<file path="src/lws_pkg.sv">
// package of the led line write sequencer: control word, microcode rom and byte tables
`timescale 1ns / 1ps

package lws_pkg;

  localparam int STEP_W    = 4;
  localparam int NUM_STEPS = 13;

  localparam logic [7:0] OFF_CTRL = 8'ha8;
  localparam logic [7:0] OFF_DATA = 8'hac;

  // where the write data byte comes from
  typedef enum logic [1:0] {
    SRC_CONST = 2'd0,  // literal byte in the control word
    SRC_VAR   = 2'd1,  // init bytes or state bytes, indexed by step low bits
    SRC_FINAL = 2'd2   // final byte of the target state
  } data_src_t;

  // what happens after the step
  typedef enum logic [1:0] {
    JMP_NEXT        = 2'd0,
    JMP_END_IF_INIT = 2'd1,
    JMP_END         = 2'd2
  } jump_t;

  typedef struct packed {
    logic [7:0] offset;
    data_src_t  src;
    logic [7:0] data;
    jump_t      jump;
  } ctrl_word_t;

  function automatic ctrl_word_t ucode_rom(input logic [STEP_W-1:0] step);
    ctrl_word_t w;
    w = '{offset: OFF_CTRL, src: SRC_CONST, data: 8'h00, jump: JMP_END};
    case (step)
      4'd0:  w = '{offset: OFF_CTRL,        src: SRC_CONST, data: 8'h58, jump: JMP_NEXT};
      4'd1:  w = '{offset: OFF_CTRL + 8'd1, src: SRC_CONST, data: 8'h02, jump: JMP_NEXT};
      4'd2:  w = '{offset: OFF_CTRL + 8'd2, src: SRC_CONST, data: 8'h00, jump: JMP_NEXT};
      4'd3:  w = '{offset: OFF_CTRL + 8'd3, src: SRC_CONST, data: 8'h00, jump: JMP_NEXT};
      4'd4:  w = '{offset: OFF_DATA,        src: SRC_VAR,   data: 8'h00, jump: JMP_NEXT};
      4'd5:  w = '{offset: OFF_DATA + 8'd1, src: SRC_VAR,   data: 8'h00, jump: JMP_NEXT};
      4'd6:  w = '{offset: OFF_DATA + 8'd2, src: SRC_VAR,   data: 8'h00, jump: JMP_NEXT};
      4'd7:  w = '{offset: OFF_DATA + 8'd3, src: SRC_VAR,   data: 8'h00,
                   jump: JMP_END_IF_INIT};
      4'd8:  w = '{offset: OFF_CTRL,        src: SRC_CONST, data: 8'h24, jump: JMP_NEXT};
      4'd9:  w = '{offset: OFF_CTRL + 8'd1, src: SRC_CONST, data: 8'h02, jump: JMP_NEXT};
      4'd10: w = '{offset: OFF_CTRL + 8'd2, src: SRC_CONST, data: 8'h00, jump: JMP_NEXT};
      4'd11: w = '{offset: OFF_CTRL + 8'd3, src: SRC_CONST, data: 8'h00, jump: JMP_NEXT};
      4'd12: w = '{offset: OFF_DATA,        src: SRC_FINAL, data: 8'h00, jump: JMP_END};
      default: w = '{offset: OFF_CTRL, src: SRC_CONST, data: 8'h00, jump: JMP_END};
    endcase
    return w;
  endfunction

  function automatic logic [7:0] init_byte(input logic [1:0] idx);
    logic [7:0] b;
    case (idx)
      2'd0:    b = 8'h10;
      2'd1:    b = 8'h32;
      2'd2:    b = 8'h54;
      default: b = 8'h00;
    endcase
    return b;
  endfunction

  function automatic logic [7:0] state_byte(input logic [1:0] state, input logic [1:0] idx);
    logic [7:0] b;
    case (idx)
      2'd0:    b = 8'h10;
      2'd1:    b = (state == 2'd2) ? 8'h32 : 8'h37;
      2'd2:    b = (state == 2'd1) ? 8'h54 : 8'h57;
      default: b = 8'h00;
    endcase
    return b;
  endfunction

  function automatic logic [7:0] final_byte(input logic [1:0] state);
    logic [7:0] b;
    case (state)
      2'd0:    b = 8'hff;
      2'd1:    b = 8'hfb;
      2'd2:    b = 8'hef;
      default: b = 8'heb;
    endcase
    return b;
  endfunction

endpackage

</file>
<file path="src/lws_if.sv">
// valid/ready channel interfaces for the led line write sequencer
`timescale 1ns / 1ps

interface lws_in_if;
  logic valid;
  logic ready;
  logic opcode;
  logic line_select;
  logic line_value;

  modport source (output valid, opcode, line_select, line_value, input ready);
  modport sink   (input valid, opcode, line_select, line_value, output ready);
endinterface

interface lws_out_if;
  logic        valid;
  logic        ready;
  logic [31:0] write_address;
  logic [7:0]  write_data;
  logic        last_write;

  modport source (output valid, write_address, write_data, last_write, input ready);
  modport sink   (input valid, write_address, write_data, last_write, output ready);
endinterface

</file>
<file path="src/led_line_write_sequencer.sv">
// top level of the led line write sequencer
`timescale 1ns / 1ps

// Holds two led line bits and turns every change of them into a fixed program
// of byte writes (window base plus offset, data, last mark). A set item that
// changes the state runs 13 writes, an init item runs 8, a set item that leaves
// the state alone produces nothing. Control comes from a 13-step microcode
// rom walked by a step counter: one write leaves per cycle into the output
// register, but not while a write sits there and the sink holds ready low.
// A new item is taken only between programs; the last write of a program may
// still sit in the output register while it is taken.
// window_base is sampled at each write, so only change it while idle.
module led_line_write_sequencer (
  input  logic        clk,
  input  logic        rst_n,
  lws_in_if.sink      in_item,
  lws_out_if.source   out_item,
  input  logic        cfg_wr_en,
  input  logic [31:0] cfg_wr_data
);

  typedef enum logic {
    ST_IDLE = 1'b0,
    ST_RUN  = 1'b1
  } state_t;

  state_t                       state_r;
  logic [lws_pkg::STEP_W-1:0]   step_r;
  logic                         init_r;      // program in flight is the init program
  logic [1:0]                   target_r;    // state whose program is in flight
  logic [1:0]                   led_lines_r;
  logic [31:0]                  window_base_r;

  logic                         out_valid_r;
  logic [31:0]                  out_addr_r;
  logic [7:0]                   out_data_r;
  logic                         out_last_r;

  logic                         in_xfer;
  logic [1:0]                   lines_nxt;
  logic                         start;
  logic                         emit;
  logic                         done;
  lws_pkg::ctrl_word_t          cw;
  logic [7:0]                   data_nxt;

  assign in_item.ready = (state_r == ST_IDLE);
  assign in_xfer       = in_item.valid && in_item.ready;

  // new line state from a set item
  always_comb begin
    lines_nxt = led_lines_r;
    lines_nxt[in_item.line_select] = in_item.line_value;
  end

  assign start = in_xfer && (in_item.opcode || (lines_nxt != led_lines_r));

  // one microcode step per cycle whenever the output register is free
  assign cw   = lws_pkg::ucode_rom(step_r);
  assign emit = (state_r == ST_RUN) && (!out_valid_r || out_item.ready);
  assign done = (cw.jump == lws_pkg::JMP_END) ||
                ((cw.jump == lws_pkg::JMP_END_IF_INIT) && init_r);

  always_comb begin
    case (cw.src)
      lws_pkg::SRC_CONST: data_nxt = cw.data;
      lws_pkg::SRC_VAR:   data_nxt = init_r ? lws_pkg::init_byte(step_r[1:0])
                                            : lws_pkg::state_byte(target_r, step_r[1:0]);
      lws_pkg::SRC_FINAL: data_nxt = lws_pkg::final_byte(target_r);
      default:            data_nxt = cw.data;
    endcase
  end

  always_ff @(posedge clk) begin
    if (!rst_n) begin
      state_r       <= ST_IDLE;
      step_r        <= '0;
      init_r        <= 1'b0;
      target_r      <= '0;
      led_lines_r   <= '0;
      window_base_r <= '0;
      out_valid_r   <= 1'b0;
    end else begin
      if (cfg_wr_en) begin
        window_base_r <= cfg_wr_data;
      end

      // item intake: latch the program choice, commit the new state now
      if (start) begin
        state_r  <= ST_RUN;
        step_r   <= '0;
        init_r   <= in_item.opcode;
        target_r <= lines_nxt;
        if (!in_item.opcode) begin
          led_lines_r <= lines_nxt;
        end
      end

      if (emit) begin
        out_valid_r <= 1'b1;
        if (done) begin
          state_r <= ST_IDLE;
        end else begin
          step_r <= step_r + 1'b1;
        end
      end else if (out_item.ready) begin
        out_valid_r <= 1'b0;
      end
    end
  end

  // payload of the output register
  always_ff @(posedge clk) begin
    if (emit) begin
      out_addr_r <= window_base_r + {24'd0, cw.offset};
      out_data_r <= data_nxt;
      out_last_r <= done;
    end
  end

  assign out_item.valid         = out_valid_r;
  assign out_item.write_address = out_addr_r;
  assign out_item.write_data    = out_data_r;
  assign out_item.last_write    = out_last_r;

  // step counter never runs past the program
  a_step_range: assert property (@(posedge clk) disable iff (!rst_n)
    (state_r == ST_RUN) |-> (step_r < lws_pkg::STEP_W'(lws_pkg::NUM_STEPS)))
    else $error("step counter beyond program");

  // init program ends at the eighth write
  a_init_len: assert property (@(posedge clk) disable iff (!rst_n)
    (state_r == ST_RUN && init_r) |-> (step_r <= lws_pkg::STEP_W'(7)))
    else $error("init program overran");

  // a set item that leaves the lines alone starts nothing
  a_no_change: assert property (@(posedge clk) disable iff (!rst_n)
    (in_xfer && !in_item.opcode && lines_nxt == led_lines_r) |=> (state_r == ST_IDLE))
    else $error("program started without a state change");

  // line state moves only on an accepted transfer
  a_lines_hold: assert property (@(posedge clk) disable iff (!rst_n)
    !in_xfer |=> $stable(led_lines_r))
    else $error("led lines changed without a transfer");

endmodule

</file>
<file path="src/flat_wrapper.sv">
// flat-port wrapper written by rule: the top's interface ports become plain ports
module led_line_write_sequencer_flat 
  (clk, rst_n, cfg_wr_en, cfg_wr_data, in_item_valid, in_item_opcode, in_item_line_select, in_item_line_value, in_item_ready, out_item_valid, out_item_write_address, out_item_write_data, out_item_last_write, out_item_ready);
  lws_in_if in_item_i ();
  lws_out_if out_item_i ();
  input  logic clk;
  input  logic rst_n;
  input  logic cfg_wr_en;
  input  logic [31:0] cfg_wr_data;
  input wire logic [$bits(in_item_i.valid)-1:0] in_item_valid;
  input wire logic [$bits(in_item_i.opcode)-1:0] in_item_opcode;
  input wire logic [$bits(in_item_i.line_select)-1:0] in_item_line_select;
  input wire logic [$bits(in_item_i.line_value)-1:0] in_item_line_value;
  output wire logic [$bits(in_item_i.ready)-1:0] in_item_ready;
  output wire logic [$bits(out_item_i.valid)-1:0] out_item_valid;
  output wire logic [$bits(out_item_i.write_address)-1:0] out_item_write_address;
  output wire logic [$bits(out_item_i.write_data)-1:0] out_item_write_data;
  output wire logic [$bits(out_item_i.last_write)-1:0] out_item_last_write;
  input wire logic [$bits(out_item_i.ready)-1:0] out_item_ready;
  assign in_item_i.valid = in_item_valid;
  assign in_item_i.opcode = in_item_opcode;
  assign in_item_i.line_select = in_item_line_select;
  assign in_item_i.line_value = in_item_line_value;
  assign in_item_ready = in_item_i.ready;
  assign out_item_valid = out_item_i.valid;
  assign out_item_write_address = out_item_i.write_address;
  assign out_item_write_data = out_item_i.write_data;
  assign out_item_last_write = out_item_i.last_write;
  assign out_item_i.ready = out_item_ready;
  led_line_write_sequencer u_core (.clk(clk), .rst_n(rst_n), .in_item(in_item_i), .out_item(out_item_i), .cfg_wr_en(cfg_wr_en), .cfg_wr_data(cfg_wr_data));
endmodule
</file>
<file path="config.mk">
export PLATFORM = sky130hd
export DESIGN_NAME = led_line_write_sequencer_flat
export DESIGN_NICKNAME = d
export VERILOG_FILES = /design/src/lws_pkg.sv /design/src/lws_if.sv /design/src/led_line_write_sequencer.sv /design/src/flat_wrapper.sv
export SDC_FILE = /design/constraint.sdc
export NUM_CORES = 1
export LEC_CHECK = 0
export ABC_CLOCK_PERIOD_IN_PS = 2400
export BUFFER_PORTS_ARGS = -buffer_cell sky130_fd_sc_hd__clkbuf_2
export CAP_MARGIN = 20
export CELL_PAD_IN_SITES_DETAIL_PLACEMENT = 0
export CELL_PAD_IN_SITES_GLOBAL_PLACEMENT = 2
export CORE_UTILIZATION = 35
export CTS_CLUSTER_DIAMETER = 120
export DETAILED_ROUTE_END_ITERATION = 8
export PLACE_DENSITY = 0.82
export SLEW_MARGIN = 20
export SYNTH_ARGS = -nofsm -noshare
export SYNTH_HDL_FRONTEND = slang
export SYNTH_SLANG_ARGS = --single-unit
</file>
<file path="constraint.sdc">
create_clock -name clk -period 2.4 [get_ports clk]
set_input_delay 0.36 -clock clk [delete_from_list [all_inputs] [get_ports clk]]
set_output_delay 0.36 -clock clk [all_outputs]
set_load 0.02 [all_outputs]
</file>
# Word level (Yosys, flattened, before mapping)
# Memory sizes are Yosys's and may differ from the RTL's. A register that Yosys moved wholly into a read port is not among the register bits.
# Index checks and enable logic that the tools add are counted.
dict set report word_totals {
  regBits 84
  rom_bits 208
  out_inout_bits 43
  word_cells 58
  memories 1
}
# name words width rd rd_clocked_by_memory_dff wr line_no
set memory_table {}
lappend memory_table {{(no name shown)} 16 13 1 1 0 lws_pkg.sv:36} ;# case (step)
dict set report op_classes {
  addsub 2
  order_cmp 2
  n_eq_ne 9
  n_mux 19
  bitwise 2
  n_reduce_logical 13
}
# op count
set ops {}
lappend ops {{adder 32 x 8 -> 32 bit} 1}
lappend ops {{case mux 8 bit (3 select lines)} 1}
lappend ops {{case mux 7 bit (3 select lines)} 1}
lappend ops {{two-way mux 4 bit} 4}
lappend ops {{case mux 8 bit (2 select lines)} 1}
lappend ops {{case mux 5 bit (3 select lines)} 1}
lappend ops {{equality test 2 x 1 -> 1 bit, second input constant} 4}
lappend ops {{equality test 2 bit, second input constant} 4}
lappend ops {{two-way mux 8 bit} 1}
lappend ops {{two-way mux 1 bit} 6}
lappend ops {{logical AND 1 bit} 5}
lappend ops {{adder 4 x 1 -> 4 bit, second input constant} 1}
lappend ops {{zero test 2 bit} 2}
lappend ops {{logical OR 1 bit} 3}
lappend ops {{two-way mux 3 bit} 1}
lappend ops {{bitwise mux 2 bit} 1}
lappend ops {{< comparator 1 x 2 -> 1 bit, second input constant} 1}
lappend ops {{two-way mux 2 bit} 1}
lappend ops {{inequality test 2 bit} 1}
lappend ops {{inverter 1 bit} 2}
lappend ops {{AND reduction 2 bit} 1}
lappend ops {{nonzero test 2 bit} 1}
lappend ops {{demux 1 bit (select 1 bit)} 1}
lappend ops {{>= comparator 1 bit, second input constant} 1}
lappend ops {{zero test 1 bit} 1}

# Longest topological paths before layout
# Gate-level depths: netlist (run 1).
dict set report logic_depth {
  word_depth 12
  mapped_depth 8
  ltp_nobuf 7
}

# Worst setup path after synthesis (run 1)
# No wires, ideal clock.
dict set report synth_timing {
  kind {reg2reg}
  start {reg u_core.window_base_r[0]}
  end {reg u_core.out_addr_r[28] (netlist: u_core.out_item.write_address[28]), data pin}
  setup_time_ns 0.258
  t_arrival_ns 1.848
  slack_ns 0.294
  stages_incl_launch_ff 9
  path_buffers 1
  synth_period_minus_slack_ns 2.106
  path_cell_list {dfxtp_1 ha_1 inv_1 fa_1 o21ai_0 a41o_1 buf_2 nand4_1 xnor2_1}
}
dict set report synth_via {
  elab_chain_len 1
}
# item line_no
set synth_lines {}
lappend synth_lines {{start: declaration} led_line_write_sequencer.sv:32} ;# logic [31:0] window_base_r;
lappend synth_lines {{start signal: assignment} led_line_write_sequencer.sv:85} ;# window_base_r <= cfg_wr_data;
lappend synth_lines {{adder 32 x 8 -> 32 bit} led_line_write_sequencer.sv:115} ;# out_addr_r <= window_base_r + {24'd0, cw.offset};
lappend synth_lines {{end signal: assignment} led_line_write_sequencer.sv:115}
lappend synth_lines {{end: declaration} led_line_write_sequencer.sv:35} ;# logic [31:0] out_addr_r;
# No other way between the ends.
# A chain may end at the register's enable or synchronous reset.

# Worst setup path in the final report (run 1)
dict set report layout_timing {
  start {reg u_core.window_base_r[0]}
  end {reg u_core.out_addr_r[24] (netlist: u_core.out_item.write_address[24]), data pin}
}
# Same word-level chain as after synthesis.

==> out/metrics.cfg, run 1 <==
[run_status]
status=finished, final reports clean

[place]
io_buffers=82
post-dp-hpwl_um=6080
dpl_cell_area_um2=4700
gp_congestion=0.827
pre_cts_slack_ps=295

[timing]
rsz0062_at_grt=no
post-route-min-period_ps=2090
slew_viol_final=0
relSlewSlack_pct=56.4
tightest_slew_ps=655
setup_slack_ps=305
clock_skew_ps=6.22
clock.fmax_ghz=0.477
tns_ps=0
finalHoldViolCount=0
setup_viol=0
min_period_over_period_pct=87.3

[pwr]
peakVddDrop_mv=0.337
leakage_nw=2.12
powerDensity_nw_per_um2=720
p_total_mw=3.60

[synthesis]
yosysTopAreaCell=edfxtp_1
yosysUniqueCellTypes=52
synth-compound-area-share_pct=7.00
avgSynthCellArea_um2=11.3
synth_top_family_by_area=simple AND/OR/NAND/NOR gates
synth-simple-area-share_pct=15.0
seq_area_frac_synth_pct=55.5
synth_fa_ha_area_share_pct=3.21
synthFlopType=dfxtp_1
synth_cells=366
syn-num-nets=416
yosys_warnings=0
synthTopCellsByArea=edfxtp_1, dfxtp_1, mux2i_1
synth_top_area_share_pct=29.8
synthMuxAreaShare_pct=9.45
synthXorXnorAreaFrac_pct=6.15
ys_async_sr_fraction_pct=0
netlist_area_um2=4130
synth-seq-cells=94
synth_edf_count=41

[finish]
area.growth.synth_to_final_pct=21.0
drive_gt1_share_pct=25.4
antennaDiodeCount=0
finalNetCount=502
final_area_um2=4990

[critical_path]
critPathLaunchType=register
rrSetupSlack_ps=310
cp.arrival_ps=2180
crit_type=reg -> reg
crit_fanout=12
required_ps=2480
end_kind=register

[floorplan]
dieArea_um2=12200
rows=39
start_util_pct=36.0
chipHeight_um=111
core_um2=11500
pin_count=83
fp.dieW_um=111

[clock_network]
clock_tree.buffer_depth=2
post_cts_resized=0
cts-hold-fix-buffers=0
cts_tree=built
worstSkewPairLatency_ps=330
cts.sinks=94
cts_root_buf=clkbuf_16
path_clk_slew_ps=70
post_cts_buffers=0
numCtsBuffers=9
htree_levels=3

[global_routing]
grt_pass1_wl_um=13700
first_global_vias=2865
grt_max_degree=40
grt_antenna_before_repair=0
grt_use_total_pct=14.4
grt_overflow=0

[worst_hold_path]
hp-class=in -> reg

[routing]
drt_wl_total_um=8300
routed_via_density=4.81
vias=2885
ant_nets=0
drc=0
dr.pass1.iters=4
wl_per_cell_um=13.8
drtIter0Drc=124

[flow_run]
drv_cap=0

## cell usage after synthesis, types with 2 or more instances
cell type  number
o21ai_0        10
mux2i_1        39
a211oi_1        4
nand3b_1        2
nand2b_1        4
and3_1          8
a31oi_1         2
inv_2           2
xor2_1          5
nand2_1        17
nor3_1          5
and4_1          3
edfxtp_1       41
dfxtp_1        53
ha_1            9
clkbuf_1        6
inv_1          15
a21oi_1         7
nand4_1         7
and2_1          5
nor2_1         44
a41o_1          2
nor2b_1         5
xnor2_1        24
buf_2           5
buf_4           2
nand3_1        15
## stage by stage
stage | util [%] | hold WS [ps] | instances
after floorplan | - | 465 | 366
after global placement | 41.0 | 478 | 584
after detailed placement | 41.0 | 492 | 584
after CTS | 43.6 | 253 | 600
after global routing | 43.6 | 270 | 600
final | 43.6 | 266 | 600
## cell usage in the layout, fill, tap and decap left out, drive strengths merged, types with 2 or more instances in the layout
cell type / n
nor3: 5
and3: 8
nor4b: 2
a21o: 2
o21ai: 10
nand3b: 2
o211ai: 2
clkinv: 3
nand2b: 5
xnor2: 24
clkinvlp: 2
buf: 9
a31oi: 3
nand4: 7
edfxtp: 41
and4: 3
nor2: 44
xor2: 5
a21oi: 7
dfxtp: 53
nor2b: 5
a41o: 2
nand3: 15
nand2: 18
clkbuf: 92
ha: 9
mux2i: 39
and2: 5
a211oi: 4
inv: 18
## metal layers
metal  global-route usage (%)  wire (um)  up-vias
li1                         -          -     1467
met5                        0          0        -
met3                     2.91        325       10
met4                     8.18        170        0
met1                     18.1       3850     1343
met2                     23.1       3960       65
## final timing paths
path,from,endpoint,cells past startpoint
worst max register to register,u_core.window_base_r[0],u_core.out_item.write_address[24],8
worst min register to register,u_core.window_base_r[2],u_core.window_base_r[2],2
worst max-delay path,u_core.window_base_r[0],u_core.out_item.write_address[24],8
worst min-delay path,cfg_wr_data[18],u_core.window_base_r[18],3
## state kept, by name, indices dropped and copies added (netlist names)
name	cells
u_core.out_item.write_address	32
u_core.window_base_r	32
u_core.cw	10
u_core.out_item.write_data	8
u_core.step_r	4
u_core.led_lines_r	2
u_core.target_r	2
u_core.init_r	1
u_core.out_item.last_write	1
u_core.out_item.valid	1
u_core.state_r	1
## area by class of cell
| class | instances | area (um2) |
|---|---|---|
| Tap cell | 143 | 179 |
| Fill cell | 1073 | 6470 |
| Timing Repair Buffer | 91 | 478 |
| Clock inverter | 6 | 61.3 |
| Multi-Input combinational cell | 238 | 1690 |
| Inverter | 18 | 67.6 |
| Sequential cell | 94 | 2290 |
| Clock buffer | 10 | 229 |
## logic make-up (layout without fill, tap and decap cells)
logic type,count (synthesis),after routing
flip-flops,94,94
XOR/XNOR,29,29
multiplexers,39,39
buffers and inverters,34,125
AND/OR/NAND/NOR,122,122
adder cells (fa/ha/maj),10,10
AO/OA/AOI/OAI,38,38
## worst max-delay path: stages, from the launching register on
cell and delay, ps:
dfxtp_1 330, ha_1 160, inv_1 60, fa_1 390, o21ai_0 230, a41o_1 200, buf_4 190, nand4_1 130
xnor2_1 150
## where the power goes
part           total (mW)  switching [mW]  internal [mW]
combinational       0.377           0.226          0.151
sequential           1.84          0.0630           1.78
clock                1.38           0.574          0.804
total                3.60           0.863           2.73
No activity file was read; power rests on OpenSTA's default activity.
==> run 2: changes to the inputs <==
- RECOVER_POWER: unset -> 100
==> out/metrics.cfg, run 2 (synthesis gave the netlist of run 1 again) <==
[run_status]
status=finished, final reports clean  ; unchanged

[clock_network]
cts_tree=built  ; unchanged
post_cts_buffers=0  ; unchanged
clock_tree.buffer_depth=2  ; unchanged
cts_root_buf=clkbuf_16  ; unchanged
path_clk_slew_ps=60  ; was 70 ps
numCtsBuffers=9  ; unchanged
htree_levels=3  ; unchanged
cts-hold-fix-buffers=0  ; unchanged
post_cts_resized=0  ; unchanged
cts.sinks=94  ; unchanged
worstSkewPairLatency_ps=330  ; about the same

[timing]
rsz0062_at_grt=no  ; unchanged
setup_viol=0  ; unchanged
slew_viol_final=0  ; unchanged
whs_ps=265  ; was 266 ps
post-route-min-period_ps=2150  ; was 2090 ps
tns_ps=0  ; unchanged
clock_skew_ps=6.61  ; was 6.22 ps
min_period_over_period_pct=89.8  ; was 87.3%
relSlewSlack_pct=16.8  ; was 56.4%
finalHoldViolCount=0  ; unchanged
clock.fmax_ghz=0.464  ; was 0.477 GHz
tightest_slew_ps=1250  ; was 655 ps

[critical_path]
crit_type=reg -> reg  ; unchanged
cp-endpoint=u_core.out_item.write_data[4]  ; was u_core.out_item.write_address[24]
crit_fanout=26  ; was 12
worst_r2r_path_depth=3  ; was 8
end_kind=register  ; unchanged
required_ps=2440  ; was 2480 ps
rr_startpoint=u_core.out_item.valid  ; was u_core.window_base_r[0]
cp.arrival_ps=2190  ; was 2180 ps
rrSetupSlack_ps=250  ; was 310 ps
r2r_end=u_core.out_item.write_data[4]  ; was u_core.out_item.write_address[24]
crit_start=u_core.out_item.valid  ; was u_core.window_base_r[0]
critPathLaunchType=register  ; unchanged

[global_routing]
grt_antenna_before_repair=0  ; unchanged
grt_use_total_pct=14.4  ; unchanged
grt_max_degree=40  ; unchanged
first_global_vias=2865  ; unchanged
grt_overflow=0  ; unchanged
grt_pass1_wl_um=13700  ; unchanged

[floorplan]
core_um2=11500  ; unchanged
start_util_pct=36.0  ; unchanged
dieArea_um2=12200  ; unchanged
pin_count=83  ; unchanged
rows=39  ; unchanged
fp.dieW_um=111  ; unchanged
chipHeight_um=111  ; unchanged

[place]
io_buffers=82  ; unchanged
gp_congestion=0.827  ; unchanged
post-dp-hpwl_um=6080  ; unchanged

[routing]
wl_per_cell_um=13.9  ; was 13.8 um
drc=0  ; unchanged
ant_nets=0  ; unchanged
vias=2893  ; was 2885
drt_wl_total_um=8370  ; was 8300 um
drtIter0Drc=132  ; was 124
dr.pass1.iters=4  ; unchanged
routed_via_density=4.82  ; was 4.81

[pwr]
leakage_nw=1.96  ; was 2.12 nW
peakVddDrop_mv=0.338  ; was 0.337 mV
powerDensity_nw_per_um2=732  ; was 720 nW/um2

[finish]
mostFrequentLayoutCells=dfxtp_1, clkbuf_1, nor2_1  ; was clkbuf_2, dfxtp_1, nor2_1
final_common_cell=dfxtp_1  ; was clkbuf_2
area.growth.synth_to_final_pct=18.6  ; was 21.0%
finalNetCount=502  ; unchanged
antennaDiodeCount=0  ; unchanged
drive_gt1_share_pct=13.6  ; was 25.4%

[flow_run]
drv_cap=0  ; unchanged

[worst_hold_path]
hp-class=in -> reg  ; unchanged

## run 2: cell types whose count changed in the layout (fill, tap and decap cells not counted), moves of 2 or more
| cell | delta |
|---|---|
| clkinv_1 | +2 |
| and2_1 | -2 |
| inv_2 | -2 |
| clkbuf_1 | +45 |
| and2_0 | +3 |
| buf_4 | -3 |
| clkbuf_2 | -42 |
## run 2: worst min path at each step
stage	from	to	cells past startpoint
after floorplan	u_core.window_base_r[0]	u_core.window_base_r[0]	2
after global placement	u_core.window_base_r[0]	u_core.window_base_r[0]	2
after detailed placement	u_core.window_base_r[2]	u_core.window_base_r[2]	2
after CTS	cfg_wr_data[13]	u_core.window_base_r[13]	3
after global routing	cfg_wr_data[16]	u_core.window_base_r[16]	3
final	cfg_wr_data[18]	u_core.window_base_r[18]	3
## run 2: layout make-up
class	instances	area, um2
Clock buffer	10	229
Clock inverter	6	61.3
Fill cell	1096	6570
Inverter	18	67.6
Multi-Input combinational cell	238	1650
Sequential cell	94	2290
Tap cell	143	179
Timing Repair Buffer	91	414
## run 2: power breakdown
group	internal [mW]	switching, mW	leakage, nW	total [mW]
Combinational	0.135	0.224	1.01	0.359
Clock	0.804	0.578	0.134	1.38
Sequential	1.78	0.0628	0.818	1.84
Total	2.72	0.864	1.96	3.58
## run 2: per-stage QoR
stage | total power, mW | worst slack [ps] | instances | util (%) | area, um2
final | 3.58 | 246 | 600 | 42.7 | 4900
after global routing | 3.75 | 89.7 | 600 | 42.7 | 4900
after CTS | 3.65 | 287 | 600 | 43.6 | 4990
after detailed placement | 2.26 | 295 | 584 | 41.0 | 4700
after global placement | 2.25 | 340 | 584 | 41.0 | 4700
after floorplan | 2.12 | 294 | 366 | - | 4130
## run 2: metal layers
metal	routed length, um	vias to the layer above	GRT usage [%]
met2	3940	67	23.1
met3	319	13	2.91
met5	0	-	0
met4	196	0	8.18
li1	-	1466	-
met1	3920	1347	18.1
## run 2: critical path, cell delays in order (launching register included)
cell	delay [ps]
dfxtp_1	310
nand2b_1	180
and2_1	1000
buf_4	350
==> run 3: changes to the inputs <==
- CORE_MARGIN: unset -> 8
==> out/metrics.cfg, run 3 (synthesis gave the netlist of run 1 again) <==
[run_status]
status=finished, final reports clean  ; unchanged

[routing]
ant_nets=0  ; unchanged
drt_wl_total_um=9110  ; was 8370 um
drtIter0Drc=126  ; was 132
vias=2873  ; was 2893
dr.pass1.iters=4  ; unchanged
routed_via_density=4.79  ; was 4.82
wl_per_cell_um=15.2  ; was 13.9 um
drc=0  ; unchanged

[timing]
relSlewSlack_pct=20.9  ; was 16.8%
slew_viol_final=0  ; unchanged
clock_skew_ps=8.51  ; was 6.61 ps
min_period_over_period_pct=88.1  ; was 89.8%
clock.fmax_ghz=0.473  ; was 0.464 GHz
post-route-min-period_ps=2120  ; was 2150 ps
finalHoldViolCount=0  ; unchanged
rsz0062_at_grt=no  ; unchanged
tightest_slew_ps=1190  ; was 1250 ps
tns_ps=0  ; unchanged
setup_viol=0  ; unchanged

[finish]
multi_input_area_um2=1660  ; was 1650 um2
nFillCells=1115  ; was 1096
seqCellArea_um2=2290  ; unchanged
final_common_cell=dfxtp_1  ; unchanged
instances_no_fill=600  ; unchanged
drive_gt1_share_pct=14.2  ; was 13.6%
area.growth.synth_to_final_pct=19.5  ; was 18.6%
finalNetCount=502  ; unchanged
antennaDiodeCount=0  ; unchanged
mostFrequentLayoutCells=dfxtp_1, clkbuf_1, nor2_1  ; unchanged

[worst_hold_path]
hp-class=in -> reg  ; unchanged
hold_start=cfg_wr_data[31]  ; was cfg_wr_data[18]

[clock_network]
cts_root_buf=clkbuf_16  ; unchanged
post_cts_resized=0  ; unchanged
cts-hold-fix-buffers=0  ; unchanged
worstSkewPairLatency_ps=340  ; was 330 ps
post_cts_buffers=0  ; unchanged
htree_levels=3  ; unchanged
cts.sinks=94  ; unchanged
path_clk_slew_ps=70  ; was 60 ps
numCtsBuffers=9  ; unchanged
cts_tree=built  ; unchanged
clock_tree.buffer_depth=2  ; unchanged

[critical_path]
crit_start=u_core.out_item.valid  ; unchanged
critPathLaunchType=register  ; unchanged
cp.buffers_inverters=1  ; unchanged
crit_family=simple AND/OR/NAND/NOR gates  ; unchanged
end_kind=register  ; unchanged
cp_slowest_cell=and2_1  ; unchanged
slowest_delay_ps=930  ; was 1000 ps
rr_startpoint=u_core.out_item.valid  ; unchanged
crit_type=reg -> reg  ; unchanged
cp_cell_sequence=nand2b_1 > and2_1 > clkbuf_1  ; was nand2b_1 > and2_1 > buf_4
cp.arrival_ps=2120  ; was 2190 ps
required_ps=2410  ; was 2440 ps
crit_fanout=23  ; was 26

[pwr]
power.net_switching_uw=876  ; was 864 uW
peakVddDrop_mv=0.341  ; was 0.338 mV
seq_power_share_pct=50.4  ; was 51.4%
powerDensity_nw_per_um2=741  ; was 732 nW/um2
p_total_mw=3.66  ; was 3.58 mW
clkPwrFrac_pct=39.6  ; was 38.6%
leakage_nw=1.98  ; was 1.96 nW
p_comb_share_pct=10.0  ; about the same
p_int_mw=2.78  ; was 2.72 mW
swShare_pct=24.0  ; was 24.1%

[global_routing]
grt_overflow=0  ; unchanged
grt_pass1_wl_um=14900  ; was 13700 um
grt_antenna_before_repair=0  ; unchanged
grt_max_degree=24  ; was 40
grt_use_total_pct=11.8  ; was 14.4%
first_global_vias=2991  ; was 2865

[floorplan]
core_um2=11500  ; unchanged
dieArea_um2=15500  ; was 12200 um2
rows=39  ; unchanged
start_util_pct=36.0  ; unchanged
fp.dieW_um=125  ; was 111 um
pin_count=83  ; unchanged
chipHeight_um=125  ; was 111 um

[place]
place_inst=584  ; unchanged
io_buffers=82  ; unchanged
gp_congestion=0.810  ; was 0.827
post-dp-hpwl_um=6820  ; was 6080 um

[flow_run]
drv_cap=0  ; unchanged

-- run 3: cell types whose count changed in the layout (fill, tap and decap cells not counted), sizes merged --
cell / previous run / this run
clkbuf: 95 / 96
clkinv: 5 / 4
-- run 3: layer usage --
metal  vias up  routed length, um  share of wire, %  global-route usage (%)
met1      1335               4030                44                    13.8
met5         -                  0                 0                       0
met3        13                481               5.3                    3.36
met2        63               4450                49                    19.9
met4         0                149               1.6                    5.10
li1       1462                  -                 -                       -
-- run 3: area by class of cell --
class                   count  share of cell area (%)
multi-input cells         238                    33.6
flip-flops and latches     94                    46.5
clock inverters             5                    1.17
repair buffers             91                    8.62
well taps                 143                    3.63
inverters                  18                    1.37
clock buffers              11                    5.12
-- run 3: power by group through the flow --
| stage | combinational, mW | clock [mW] | sequential (mW) |
|---|---|---|---|
| CTS | 0.395 | 1.49 | 1.84 |
| finish | 0.367 | 1.45 | 1.84 |
| detailed placement | 0.394 | 0 | 1.88 |
| global placement | 0.388 | 0 | 1.88 |
| floorplan | 0.193 | 0 | 1.92 |
| global route | 0.405 | 1.55 | 1.85 |
-- run 3: worst reg2reg max path: stages, from the launching register on --
cell and delay (ps):
dfxtp_1 310, nand2b_1 180, and2_1 930, clkbuf_1 360
-- run 3: worst paths after layout --
check	to	slack, ps	cells after the start
worst max-delay path	u_core.out_item.write_address[1]	280	3
worst min-delay path	u_core.window_base_r[31]	260	3
worst max register to register	u_core.out_item.write_address[1]	280	3
worst min register to register	u_core.window_base_r[0]	500	2
-- run 3: per-stage QoR --
step	setup WS [ps]	area (um2)	hold slack, ps	util, %
3_5_place_dp	267	4730	490	41.2
5_1_grt	102	4930	264	43.0
6_report	285	4930	263	43.0
4_1_cts	261	5040	250	43.9
2_1_floorplan	294	4130	465	-
3_3_place_gp	316	4730	483	41.2
